### config.mk
export PLATFORM = sky130hd
export DESIGN_NAME = resp_request_parser
export DESIGN_NICKNAME = d
export VERILOG_FILES = /design/src/rtl/core/rrp_pkg.sv /design/src/rtl/core/rrp_cfg_regs.sv /design/src/rtl/core/rrp_num.sv /design/src/rtl/core/rrp_parse.sv /design/src/rtl/core/resp_request_parser.sv
export VERILOG_INCLUDE_DIRS = /design/src /design/src/rtl/core
export SDC_FILE = /design/constraint.sdc
export NUM_CORES = 1
export LEC_CHECK = 0
export BUFFER_PORTS_ARGS = -buffer_cell sky130_fd_sc_hd__buf_2
export CORE_ASPECT_RATIO = 1.1
export CORE_MARGIN = 2
export CORE_UTILIZATION = 45
export DETAILED_ROUTE_END_ITERATION = 10
export GPL_TIMING_DRIVEN = 0
export PLACE_DENSITY = 0.65
export REMOVE_ABC_BUFFERS = 1
export SYNTH_ARGS = -nofsm -noshare
export SYNTH_HDL_FRONTEND = slang
export SYNTH_SLANG_ARGS = --single-unit
### constraint.sdc
create_clock -name clk -period 5.6 [get_ports clk]
set_clock_uncertainty 0.1 [all_clocks]
set_input_delay 0.28 -clock clk [delete_from_list [all_inputs] [get_ports clk]]
set_output_delay 0.28 -clock clk [all_outputs]
set_load 0.05 [all_outputs]
### src/rtl/core/resp_request_parser_macros.svh
// Assertion macros shared by the parser RTL.
`ifndef RESP_REQUEST_PARSER_MACROS_SVH
`define RESP_REQUEST_PARSER_MACROS_SVH

// Checked only out of reset.
`define RRP_ASSERT(lbl, prop, msg) \
  lbl: assert property (@(posedge clk) disable iff (!rst_n) prop) else $error(msg);

// Checked on every edge, reset included.
`define RRP_ASSERT_ALWAYS(lbl, prop, msg) \
  lbl: assert property (@(posedge clk) prop) else $error(msg);

`endif

### src/rtl/core/rrp_pkg.sv
// Shared types and constants of the RESP request parser.
package rrp_pkg;

  localparam int COUNT_WIDTH_DEF  = 16;
  localparam int LENGTH_WIDTH_DEF = 30;
  localparam int CFG_ADDR_W       = 3;
  localparam int CFG_DATA_W       = 32;
  localparam int ACC_W            = 31;

  localparam logic [15:0] MAX_ARGS_RST    = 16'd1024;
  localparam logic [29:0] MAX_ARG_LEN_RST = 30'd536870912;

  localparam logic [7:0] CH_STAR   = 8'h2A;
  localparam logic [7:0] CH_DOLLAR = 8'h24;
  localparam logic [7:0] CH_CR     = 8'h0D;
  localparam logic [7:0] CH_LF     = 8'h0A;
  localparam logic [7:0] CH_MINUS  = 8'h2D;
  localparam logic [7:0] CH_ZERO   = 8'h30;
  localparam logic [7:0] CH_NINE   = 8'h39;

  localparam logic [2:0] EV_CONSUMED = 3'd0;
  localparam logic [2:0] EV_PAYLOAD  = 3'd1;
  localparam logic [2:0] EV_ARG_DONE = 3'd2;
  localparam logic [2:0] EV_REQ_DONE = 3'd3;
  localparam logic [2:0] EV_ERROR    = 3'd4;

  localparam logic [2:0] ERR_NONE      = 3'd0;
  localparam logic [2:0] ERR_MARKER    = 3'd1;
  localparam logic [2:0] ERR_DIGIT     = 3'd2;
  localparam logic [2:0] ERR_LF        = 3'd3;
  localparam logic [2:0] ERR_COUNT     = 3'd4;
  localparam logic [2:0] ERR_LENGTH    = 3'd5;
  localparam logic [2:0] ERR_TERMINATE = 3'd6;

  localparam logic CFG_REG_MAX_ARGS    = 1'b0;
  localparam logic CFG_REG_MAX_ARG_LEN = 1'b1;

  typedef struct packed {
    logic [7:0] data_byte;
    logic       restart;
  } in_word_t;

  typedef struct packed {
    logic [2:0]  event_res;
    logic [7:0]  payload_byte;
    logic [15:0] arg_index;
    logic [2:0]  error_code;
  } out_word_t;

  typedef struct packed {
    logic [15:0] max_args;
    logic [29:0] max_arg_len;
  } cfg_limits_t;

endpackage

### src/rtl/core/rrp_cfg_regs.sv
// APB-style limit registers of the parser.
module rrp_cfg_regs (
  input  logic                           clk,
  input  logic                           rst_n,
  input  logic                           psel,
  input  logic                           penable,
  input  logic                           pwrite,
  input  logic [rrp_pkg::CFG_ADDR_W-1:0] paddr,
  input  logic [rrp_pkg::CFG_DATA_W-1:0] pwdata,
  output logic [rrp_pkg::CFG_DATA_W-1:0] prdata,
  output logic                           pready,
  output rrp_pkg::cfg_limits_t           limits
);

  logic [15:0] max_args_r;
  logic [29:0] max_arg_len_r;
  logic        wr_en;

  assign pready = 1'b1;
  assign wr_en  = psel && penable && pwrite;

  always_ff @(posedge clk) begin
    if (!rst_n) begin
      max_args_r    <= rrp_pkg::MAX_ARGS_RST;
      max_arg_len_r <= rrp_pkg::MAX_ARG_LEN_RST;
    end else if (wr_en) begin
      if (paddr[2] == rrp_pkg::CFG_REG_MAX_ARGS) begin
        max_args_r <= pwdata[15:0];
      end else begin
        max_arg_len_r <= pwdata[29:0];
      end
    end
  end

  always_comb begin
    if (paddr[2] == rrp_pkg::CFG_REG_MAX_ARGS) begin
      prdata = {16'b0, max_args_r};
    end else begin
      prdata = {2'b0, max_arg_len_r};
    end
  end

  assign limits.max_args    = max_args_r;
  assign limits.max_arg_len = max_arg_len_r;

endmodule

### src/rtl/core/rrp_num.sv
// Decimal digit accumulate with saturation and limit compare.
module rrp_num (
  input  logic [rrp_pkg::ACC_W-1:0] acc,
  input  logic [7:0]                data_byte,
  input  logic [31:0]               limit,
  output logic                      is_digit,
  output logic [rrp_pkg::ACC_W-1:0] acc_next,
  output logic                      over_limit
);

  logic [3:0]                  digit;
  logic [rrp_pkg::ACC_W+3:0]   prod;

  assign is_digit = (data_byte >= rrp_pkg::CH_ZERO) && (data_byte <= rrp_pkg::CH_NINE);
  assign digit    = data_byte[3:0];

  // acc*10 + digit as two shifts and two adds
  assign prod = {1'b0, acc, 3'b000} + {3'b000, acc, 1'b0} + {{rrp_pkg::ACC_W{1'b0}}, digit};

  always_comb begin
    if (prod[rrp_pkg::ACC_W+3:rrp_pkg::ACC_W] != 4'd0) begin
      acc_next = {rrp_pkg::ACC_W{1'b1}};
    end else begin
      acc_next = prod[rrp_pkg::ACC_W-1:0];
    end
  end

  assign over_limit = {1'b0, acc} > limit;

endmodule

### src/rtl/core/rrp_parse.sv
// Parse state and next-state logic for one stream byte.
module rrp_parse #(
  parameter int COUNT_WIDTH  = rrp_pkg::COUNT_WIDTH_DEF,
  parameter int LENGTH_WIDTH = rrp_pkg::LENGTH_WIDTH_DEF
) (
  input  logic                 clk,
  input  logic                 rst_n,
  input  logic                 accept,
  input  rrp_pkg::in_word_t    in_word,
  input  rrp_pkg::cfg_limits_t limits,
  output rrp_pkg::out_word_t   result
);

  typedef enum logic [3:0] {
    PH_STAR, PH_CNT_BEG, PH_CNT_SGN, PH_CNT_DIG, PH_CNT_LF,
    PH_DOLLAR, PH_LEN_BEG, PH_LEN_SGN, PH_LEN_DIG, PH_LEN_LF,
    PH_PAYLOAD, PH_PAY_CR, PH_PAY_LF
  } phase_t;

  localparam logic [31:0] CNT_MASK = 32'((33'd1 << COUNT_WIDTH) - 33'd1);
  localparam logic [31:0] LEN_MASK = 32'((33'd1 << LENGTH_WIDTH) - 33'd1);

  phase_t                    phase_r, phase_nxt, ph;
  logic [rrp_pkg::ACC_W-1:0] acc_r, acc_nxt, acc;
  logic                      neg_r, neg_nxt, neg;
  logic [COUNT_WIDTH-1:0]    total_r, total_nxt, total;
  logic [COUNT_WIDTH-1:0]    done_r, done_nxt, done, done_inc;
  logic [LENGTH_WIDTH-1:0]   left_r, left_nxt, left, left_dec;
  logic [2:0]                latch_r, latch_nxt, latch;

  logic [7:0]  b;
  logic [31:0] cnt_lim, len_lim, num_lim;
  logic [31:0] done_ext;
  logic        is_len;
  logic        num_digit, num_over;
  logic [rrp_pkg::ACC_W-1:0] num_acc;
  logic [2:0]  ev, err;
  logic [7:0]  pay;

  assign b = in_word.data_byte;

  // restart clears the state ahead of this byte
  always_comb begin
    if (in_word.restart) begin
      ph    = PH_STAR;
      acc   = '0;
      neg   = 1'b0;
      total = '0;
      done  = '0;
      left  = '0;
      latch = rrp_pkg::ERR_NONE;
    end else begin
      ph    = phase_r;
      acc   = acc_r;
      neg   = neg_r;
      total = total_r;
      done  = done_r;
      left  = left_r;
      latch = latch_r;
    end
  end

  assign cnt_lim  = ({16'b0, limits.max_args} < CNT_MASK) ? {16'b0, limits.max_args} : CNT_MASK;
  assign len_lim  = ({2'b0, limits.max_arg_len} < LEN_MASK) ? {2'b0, limits.max_arg_len}
                                                             : LEN_MASK;
  assign is_len   = ph inside {PH_LEN_BEG, PH_LEN_SGN, PH_LEN_DIG};
  assign num_lim  = is_len ? len_lim : cnt_lim;
  assign done_ext = 32'(done);
  assign done_inc = done + COUNT_WIDTH'(1);
  assign left_dec = (left == '0) ? '0 : left - LENGTH_WIDTH'(1);

  rrp_num u_num (
    .acc        (acc),
    .data_byte  (b),
    .limit      (num_lim),
    .is_digit   (num_digit),
    .acc_next   (num_acc),
    .over_limit (num_over)
  );

  always_comb begin
    phase_nxt = ph;
    acc_nxt   = acc;
    neg_nxt   = neg;
    total_nxt = total;
    done_nxt  = done;
    left_nxt  = left;
    latch_nxt = latch;
    ev        = rrp_pkg::EV_CONSUMED;
    pay       = 8'd0;
    err       = rrp_pkg::ERR_NONE;
    if (latch == rrp_pkg::ERR_NONE) begin
      case (ph)
        PH_STAR, PH_DOLLAR: begin
          if ((ph == PH_STAR && b == rrp_pkg::CH_STAR) ||
              (ph == PH_DOLLAR && b == rrp_pkg::CH_DOLLAR)) begin
            acc_nxt   = '0;
            neg_nxt   = 1'b0;
            phase_nxt = (ph == PH_STAR) ? PH_CNT_BEG : PH_LEN_BEG;
          end else begin
            err = rrp_pkg::ERR_MARKER;
          end
        end
        PH_CNT_BEG, PH_CNT_SGN, PH_CNT_DIG, PH_LEN_BEG, PH_LEN_SGN, PH_LEN_DIG: begin
          if ((ph == PH_CNT_BEG || ph == PH_LEN_BEG) && b == rrp_pkg::CH_MINUS) begin
            neg_nxt   = 1'b1;
            phase_nxt = is_len ? PH_LEN_SGN : PH_CNT_SGN;
          end else if (num_digit) begin
            acc_nxt   = num_acc;
            phase_nxt = is_len ? PH_LEN_DIG : PH_CNT_DIG;
          end else if ((ph == PH_CNT_DIG || ph == PH_LEN_DIG) && b == rrp_pkg::CH_CR) begin
            if (neg || num_over) begin
              err = is_len ? rrp_pkg::ERR_LENGTH : rrp_pkg::ERR_COUNT;
            end else begin
              phase_nxt = is_len ? PH_LEN_LF : PH_CNT_LF;
            end
          end else begin
            err = rrp_pkg::ERR_DIGIT;
          end
        end
        PH_CNT_LF: begin
          if (b != rrp_pkg::CH_LF) begin
            err = rrp_pkg::ERR_LF;
          end else begin
            total_nxt = COUNT_WIDTH'(acc);
            done_nxt  = '0;
            if (COUNT_WIDTH'(acc) == '0) begin
              ev        = rrp_pkg::EV_REQ_DONE;
              phase_nxt = PH_STAR;
            end else begin
              phase_nxt = PH_DOLLAR;
            end
          end
        end
        PH_LEN_LF: begin
          if (b != rrp_pkg::CH_LF) begin
            err = rrp_pkg::ERR_LF;
          end else begin
            left_nxt  = LENGTH_WIDTH'(acc);
            phase_nxt = (LENGTH_WIDTH'(acc) == '0) ? PH_PAY_CR : PH_PAYLOAD;
          end
        end
        PH_PAYLOAD: begin
          ev       = rrp_pkg::EV_PAYLOAD;
          pay      = b;
          left_nxt = left_dec;
          if (left_dec == '0) begin
            phase_nxt = PH_PAY_CR;
          end
        end
        PH_PAY_CR: begin
          if (b == rrp_pkg::CH_CR) begin
            phase_nxt = PH_PAY_LF;
          end else begin
            err = rrp_pkg::ERR_TERMINATE;
          end
        end
        PH_PAY_LF: begin
          if (b != rrp_pkg::CH_LF) begin
            err = rrp_pkg::ERR_TERMINATE;
          end else if (done_inc == total) begin
            ev        = rrp_pkg::EV_REQ_DONE;
            done_nxt  = '0;
            total_nxt = '0;
            phase_nxt = PH_STAR;
          end else begin
            ev        = rrp_pkg::EV_ARG_DONE;
            done_nxt  = done_inc;
            phase_nxt = PH_DOLLAR;
          end
        end
        default: begin
          phase_nxt = PH_STAR;
          err       = rrp_pkg::ERR_MARKER;
        end
      endcase
      if (err != rrp_pkg::ERR_NONE) begin
        latch_nxt = err;
      end
    end

    result.arg_index = done_ext[15:0];
    if (latch_nxt != rrp_pkg::ERR_NONE) begin
      result.event_res    = rrp_pkg::EV_ERROR;
      result.payload_byte = 8'd0;
      result.error_code   = latch_nxt;
    end else begin
      result.event_res    = ev;
      result.payload_byte = pay;
      result.error_code   = rrp_pkg::ERR_NONE;
    end
  end

  always_ff @(posedge clk) begin
    if (!rst_n) begin
      phase_r <= PH_STAR;
      acc_r   <= '0;
      neg_r   <= 1'b0;
      total_r <= '0;
      done_r  <= '0;
      left_r  <= '0;
      latch_r <= rrp_pkg::ERR_NONE;
    end else if (accept) begin
      phase_r <= phase_nxt;
      acc_r   <= acc_nxt;
      neg_r   <= neg_nxt;
      total_r <= total_nxt;
      done_r  <= done_nxt;
      left_r  <= left_nxt;
      latch_r <= latch_nxt;
    end
  end

endmodule

### src/rtl/core/resp_request_parser.sv
// Top level of the RESP multi-bulk request parser.
//
// Input channel in_*: one stream byte per word plus a restart flag that
// clears the parse state ahead of that byte. Output channel out_*: exactly
// one event word per input word (consumed, payload byte, argument done,
// request done or error with its code and the current argument index).
// A word moves when valid is high and stall is low.
// The byte is parsed in the accepting cycle and the event sits in the
// output register from the next cycle on.
// Throughput is one byte per cycle while in_stall is low; the parse state
// loop closes through compares, a times-ten add and a decrement.
// While the receiver stalls, the output word holds and the input is
// stalled only as long as that word is still waiting.
// Reset (rst_n low, synchronous) empties the output register, clears the
// parse state and loads the limit registers: max_args 1024 at address 0,
// max_arg_len 2^29 at address 4. The user writes limits over the APB port
// only while the parser is idle; the block itself has no check for this.
// An error sticks and repeats on every byte until a restart word.
`include "resp_request_parser_macros.svh"

module resp_request_parser #(
  parameter int COUNT_WIDTH  = rrp_pkg::COUNT_WIDTH_DEF,
  parameter int LENGTH_WIDTH = rrp_pkg::LENGTH_WIDTH_DEF
) (
  input  logic                           clk,
  input  logic                           rst_n,
  input  logic                           in_valid,
  output logic                           in_stall,
  input  rrp_pkg::in_word_t              in_data,
  output logic                           out_valid,
  input  logic                           out_stall,
  output rrp_pkg::out_word_t             out_data,
  input  logic                           psel,
  input  logic                           penable,
  input  logic                           pwrite,
  input  logic [rrp_pkg::CFG_ADDR_W-1:0] paddr,
  input  logic [rrp_pkg::CFG_DATA_W-1:0] pwdata,
  output logic [rrp_pkg::CFG_DATA_W-1:0] prdata,
  output logic                           pready
);

  rrp_pkg::cfg_limits_t limits;
  rrp_pkg::out_word_t   result;
  rrp_pkg::out_word_t   out_data_r;
  logic                 out_valid_r;
  logic                 accept;

  assign in_stall = out_valid_r && out_stall;
  assign accept   = in_valid && !in_stall;

  rrp_cfg_regs u_cfg (
    .clk     (clk),
    .rst_n   (rst_n),
    .psel    (psel),
    .penable (penable),
    .pwrite  (pwrite),
    .paddr   (paddr),
    .pwdata  (pwdata),
    .prdata  (prdata),
    .pready  (pready),
    .limits  (limits)
  );

  rrp_parse #(
    .COUNT_WIDTH  (COUNT_WIDTH),
    .LENGTH_WIDTH (LENGTH_WIDTH)
  ) u_parse (
    .clk     (clk),
    .rst_n   (rst_n),
    .accept  (accept),
    .in_word (in_data),
    .limits  (limits),
    .result  (result)
  );

  always_ff @(posedge clk) begin
    if (!rst_n) begin
      out_valid_r <= 1'b0;
    end else if (accept) begin
      out_valid_r <= 1'b1;
    end else if (!out_stall) begin
      out_valid_r <= 1'b0;
    end
  end

  always_ff @(posedge clk) begin
    if (accept) begin
      out_data_r <= result;
    end
  end

  assign out_valid = out_valid_r;
  assign out_data  = out_data_r;

  `RRP_ASSERT(a_accept_fills, (in_valid && !in_stall) |=> out_valid_r, "accepted byte lost")
  `RRP_ASSERT(a_err_code, (out_valid_r && out_data_r.event_res == rrp_pkg::EV_ERROR) |-> (out_data_r.error_code != rrp_pkg::ERR_NONE && out_data_r.payload_byte == 8'd0), "error event without code")
  `RRP_ASSERT(a_ok_no_code, (out_valid_r && out_data_r.event_res != rrp_pkg::EV_ERROR) |-> (out_data_r.error_code == rrp_pkg::ERR_NONE), "code on non-error event")
  `RRP_ASSERT_ALWAYS(a_reset_empty, !rst_n |=> !out_valid_r, "output valid after reset")

endmodule
==> metrics.md <==
| Metric | Value |
|---|---|
| Hold depth | 4 |
| DRC Markers | 0 |
| Drt total wl | 42.7 mm |
| Mux contribution to synthesized area | under 10% |
| Post-synth top flop | dfxtp_1 |
| Core ar. | slightly below 30,000 um^2 |
| Synth Area in XOR/XNOR | 3.45% |
| Critical Path AT | approximately 5.5 ns |
| Gpl congestion | 0.960 |
| R2r setup slk | 0.34 ns |
| Area delta synth->final | 13.0% |
| Clock Latency Late Sink | 0.44 ns |
| Post-Synthesis Cell Area | 13,500 um^2 |
| Synth top area share | approximately 22% |
| Clock root cell | clkbuf_16 |
| Non-Filler Instances | roughly 2,200 |
| Critical-path maximum fanout | 67 |
| Static Leakage | about 6.1 nW |
| Total number of vias | 13,800 |
| FF-to-FF path depth | 18 |
| Worst Tran Pin Value | about 1.3 ns |
| Launch point of the worst reg-to-reg path | u_parse.phase_r[3] |
| WP data required | approximately 6 ns |
| Post-synthesis adder-cell area fraction | 8.94% |
| Area contributors post-synth | dfxtp_1 22%, ha_1 8.6%, nand2_1 7.8% |
| Setup crit end kind | register |
| Die ar. | 31,300 um^2 |
| Most common library cell in the layout ignoring fill and taps | nand2_1 |
| Tot GR Track Use | 27.3% |
| DP Wirelength | 30.4 mm |
| Port-buffer cells | 108 |
| Post-Synth Simple-Gate Area | 25.7% |
| Finished Core Util | roughly half |
| CTS tree | built |
| Hold Path End | out_valid |
| Fraction of registers with async set/reset | 0% |
| Worst vdd ir | 0.180 mV |
| Compound-Gate Fraction of Synth Area | a little over a quarter |
| Routed len/inst | 19.2 um |
| Reg2reg end | u_parse.phase_r[0] |
| Pwr/cell area | a little over 200 nW/um^2 |
| Max-capacitance violation count | 0 |
| Post-synth EDFFs | 30 |
| Startpoint types | input port |
| Die W | 169 um |
| Inst Count DP | 2,156 |
| Hold crit path type | in -> reg |
| Layout cells sized above 1 | 12.0% |
| FF+latch area | 3870 um^2 |
| Std-Cell Rows | 66 |
| Reg clk slew, reported paths | ~0.080 ns |
| Slew HR | 16.0% |
| N_diodes | 0 |
| Pin count of the biggest net entering global routing | 86 |
| Post-Syn Area per Cell | between 7 and 8 um^2 |
| CTS sink count | 178 |
| Tot Pwr | 0.00311 W |
| Htree depth | 4 |
| Largest family of logic cells by synthesized area | compound AO/OA/AOI/OAI gates |
| Number of distinct library cells after synthesis | 88 |
| Io pins | 116 |
| Die Y | between 150 and 200 um |
| #FFs+latches synth | 178 |
| Antenna viol nets, final | 0 |
| Max Freq | 0.189 GHz |
| NumNets Final | 1,980 |
| First-pass iteration count of the detailed router | 5 |
| CTS buffer count | 17 |
| Area of the multi-input gates | 9060 um^2 |
| Initial antenna violation count | 0 |
| Kind of critical path | in -> reg |
| RSZ-0062 raised after global routing | no |
| CTS Buffer Depth | 2 |
| Syn Inst Count | 1,777 |
| Pre-CTS setup slack | -0.792 ns |
| Via density per instance | 6.23 |
| Setup WS post-layout | 0.305 ns |
| Final Hold Violating Endpoints | 0 |
| # setup viols final | 0 |
| First-pass GRT wire length | 69.1 mm |
| Vias in the first global route | 13,100 |
| Synth warnings | 0 |
| Aggregate global routing overflow | 0 |
| Fin crit period | approximately 5.3 ns |
| Status | finished, final reports clean |
| Hold_sp | out_stall |
| Initial DRC Count | 1,128 |
| Fill cell count | 2,865 |
| Period utilization | 94.5% |
| Cell taking the most area after synthesis | dfxtp_1 |
| Commonest non-fill, non-tap cells in the layout | 279 x nand2_1, 179 x a21oi_1, 145 x dfxtp_1 |
| Sequential share of the synthesized area | 28.7% |
| Max-slew violations | 0 |
| Effective utilization at floorplan | a little under half |
==> power by group <==
group,internal (W),switching [W]
registers,0.00134,0.0000399
logic,0.000167,0.000344
clock network,0.000603,0.000621
total,0.00211,0.00100
==> worst max-delay path, stage by stage <==
cell,delay [ns]
buf_4,0.26
buf_16,0.27
nor2b_1,0.59
ha_1,0.36
ha_1,0.26
fa_1,0.42
a21oi_1,0.27
o21ai_0,0.22
nand4_1,0.14
o211ai_1,0.36
a21oi_1,0.33
mux2i_1,0.45
o211ai_1,0.41
buf_4,0.32
a211o_1,0.28
a32o_1,0.24
==> per-stage QoR <==
step | hold WS (ns) | instance area [um^2] | setup TNS (ns)
global placement | 0.356 | 14000 | -216.14
finish | 0.0679 | 15200 | 0
global route | 0.0699 | 15200 | 0
detailed placement | 0.362 | 14200 | -16.64
floorplan | 0.252 | 13000 | 0
CTS | 0.0601 | 15200 | 0
==> what timing repair did <==
action,4_1_cts,5_1_grt
resized for setup,3,10
endpoints found under the hold margin,46,0
hold buffers,31,0
pin swaps,0,2
cloned,0,0
setup endpoints to repair,24,28
buffers inserted,0,1
==> layer usage <==
metal	vias to the layer above	global-route usage, %	share of wire (%)
met5	-	0	0
met4	0	8.69	2.2
met3	65	4.17	7.2
met2	521	44.1	46
met1	6562	37.5	45
li1	6687	-	-
==> sequential cells by signal, indices dropped and copies added, names as in the netlist <==
register,cells
u_parse.acc_r,31
out_data,30
u_cfg.max_arg_len_r,30
u_parse.left_r,30
u_cfg.max_args_r,16
u_parse.done_r,16
u_parse.total_r,16
u_parse.phase_r,4
u_parse.latch_r,3
out_valid,1
u_parse.neg_r,1
==> kinds of logic after synthesis <==
family,after synthesis
other cells,2
fa+ha+maj,95
buf+inv,156
mux,23
flops,178
xor+xnor,53
compound gates,555
simple gates,715
==> worst max path at each step <==
stage          cells past startpoint                from                 end
2_1_floorplan                     17  u_parse.phase_r[1]  u_parse.phase_r[0]
3_3_place_gp                      15          in_data[0]   u_parse.acc_r[16]
3_5_place_dp                      17          in_data[0]   u_parse.acc_r[27]
4_1_cts                           19  u_parse.phase_r[0]  u_parse.phase_r[0]
5_1_grt                           16          in_data[0]   u_parse.acc_r[27]
6_report                          16          in_data[0]   u_parse.acc_r[18]
==> synth_stat cells, types with 10 or more instances <==
| library cell | n |
|---|---|
| o21ai_0 | 96 |
| ha_1 | 93 |
| o21ai_1 | 16 |
| a32oi_1 | 10 |
| nor2_1 | 126 |
| mux2_2 | 19 |
| dfxtp_1 | 148 |
| nor4_1 | 26 |
| a31oi_1 | 15 |
| nand2_1 | 280 |
| or3_1 | 12 |
| clkbuf_1 | 95 |
| nand3_1 | 49 |
| o211ai_1 | 19 |
| and3_1 | 14 |
| o21a_1 | 10 |
| a22oi_1 | 13 |
| o221ai_1 | 27 |
| nand2b_1 | 12 |
| buf_2 | 13 |
| inv_1 | 38 |
| xor2_1 | 21 |
| a21o_1 | 28 |
| and2_1 | 26 |
| nand4_1 | 34 |
| xnor2_1 | 32 |
| edfxtp_1 | 30 |
| nor2b_1 | 39 |
| nor3_1 | 40 |
| o22ai_1 | 21 |
| a21oi_1 | 181 |
| a211oi_1 | 15 |
==> final cells by class <==
type | instances | area share [%]
repair buffers | 153 | 6.98
clock buffers | 18 | 2.82
multi-input cells | 1444 | 59.6
inverters | 40 | 1.07
well taps | 374 | 3.08
clock inverters | 14 | 1.08
flip-flops and latches | 178 | 25.4
(Power assumes the default switching activity.)
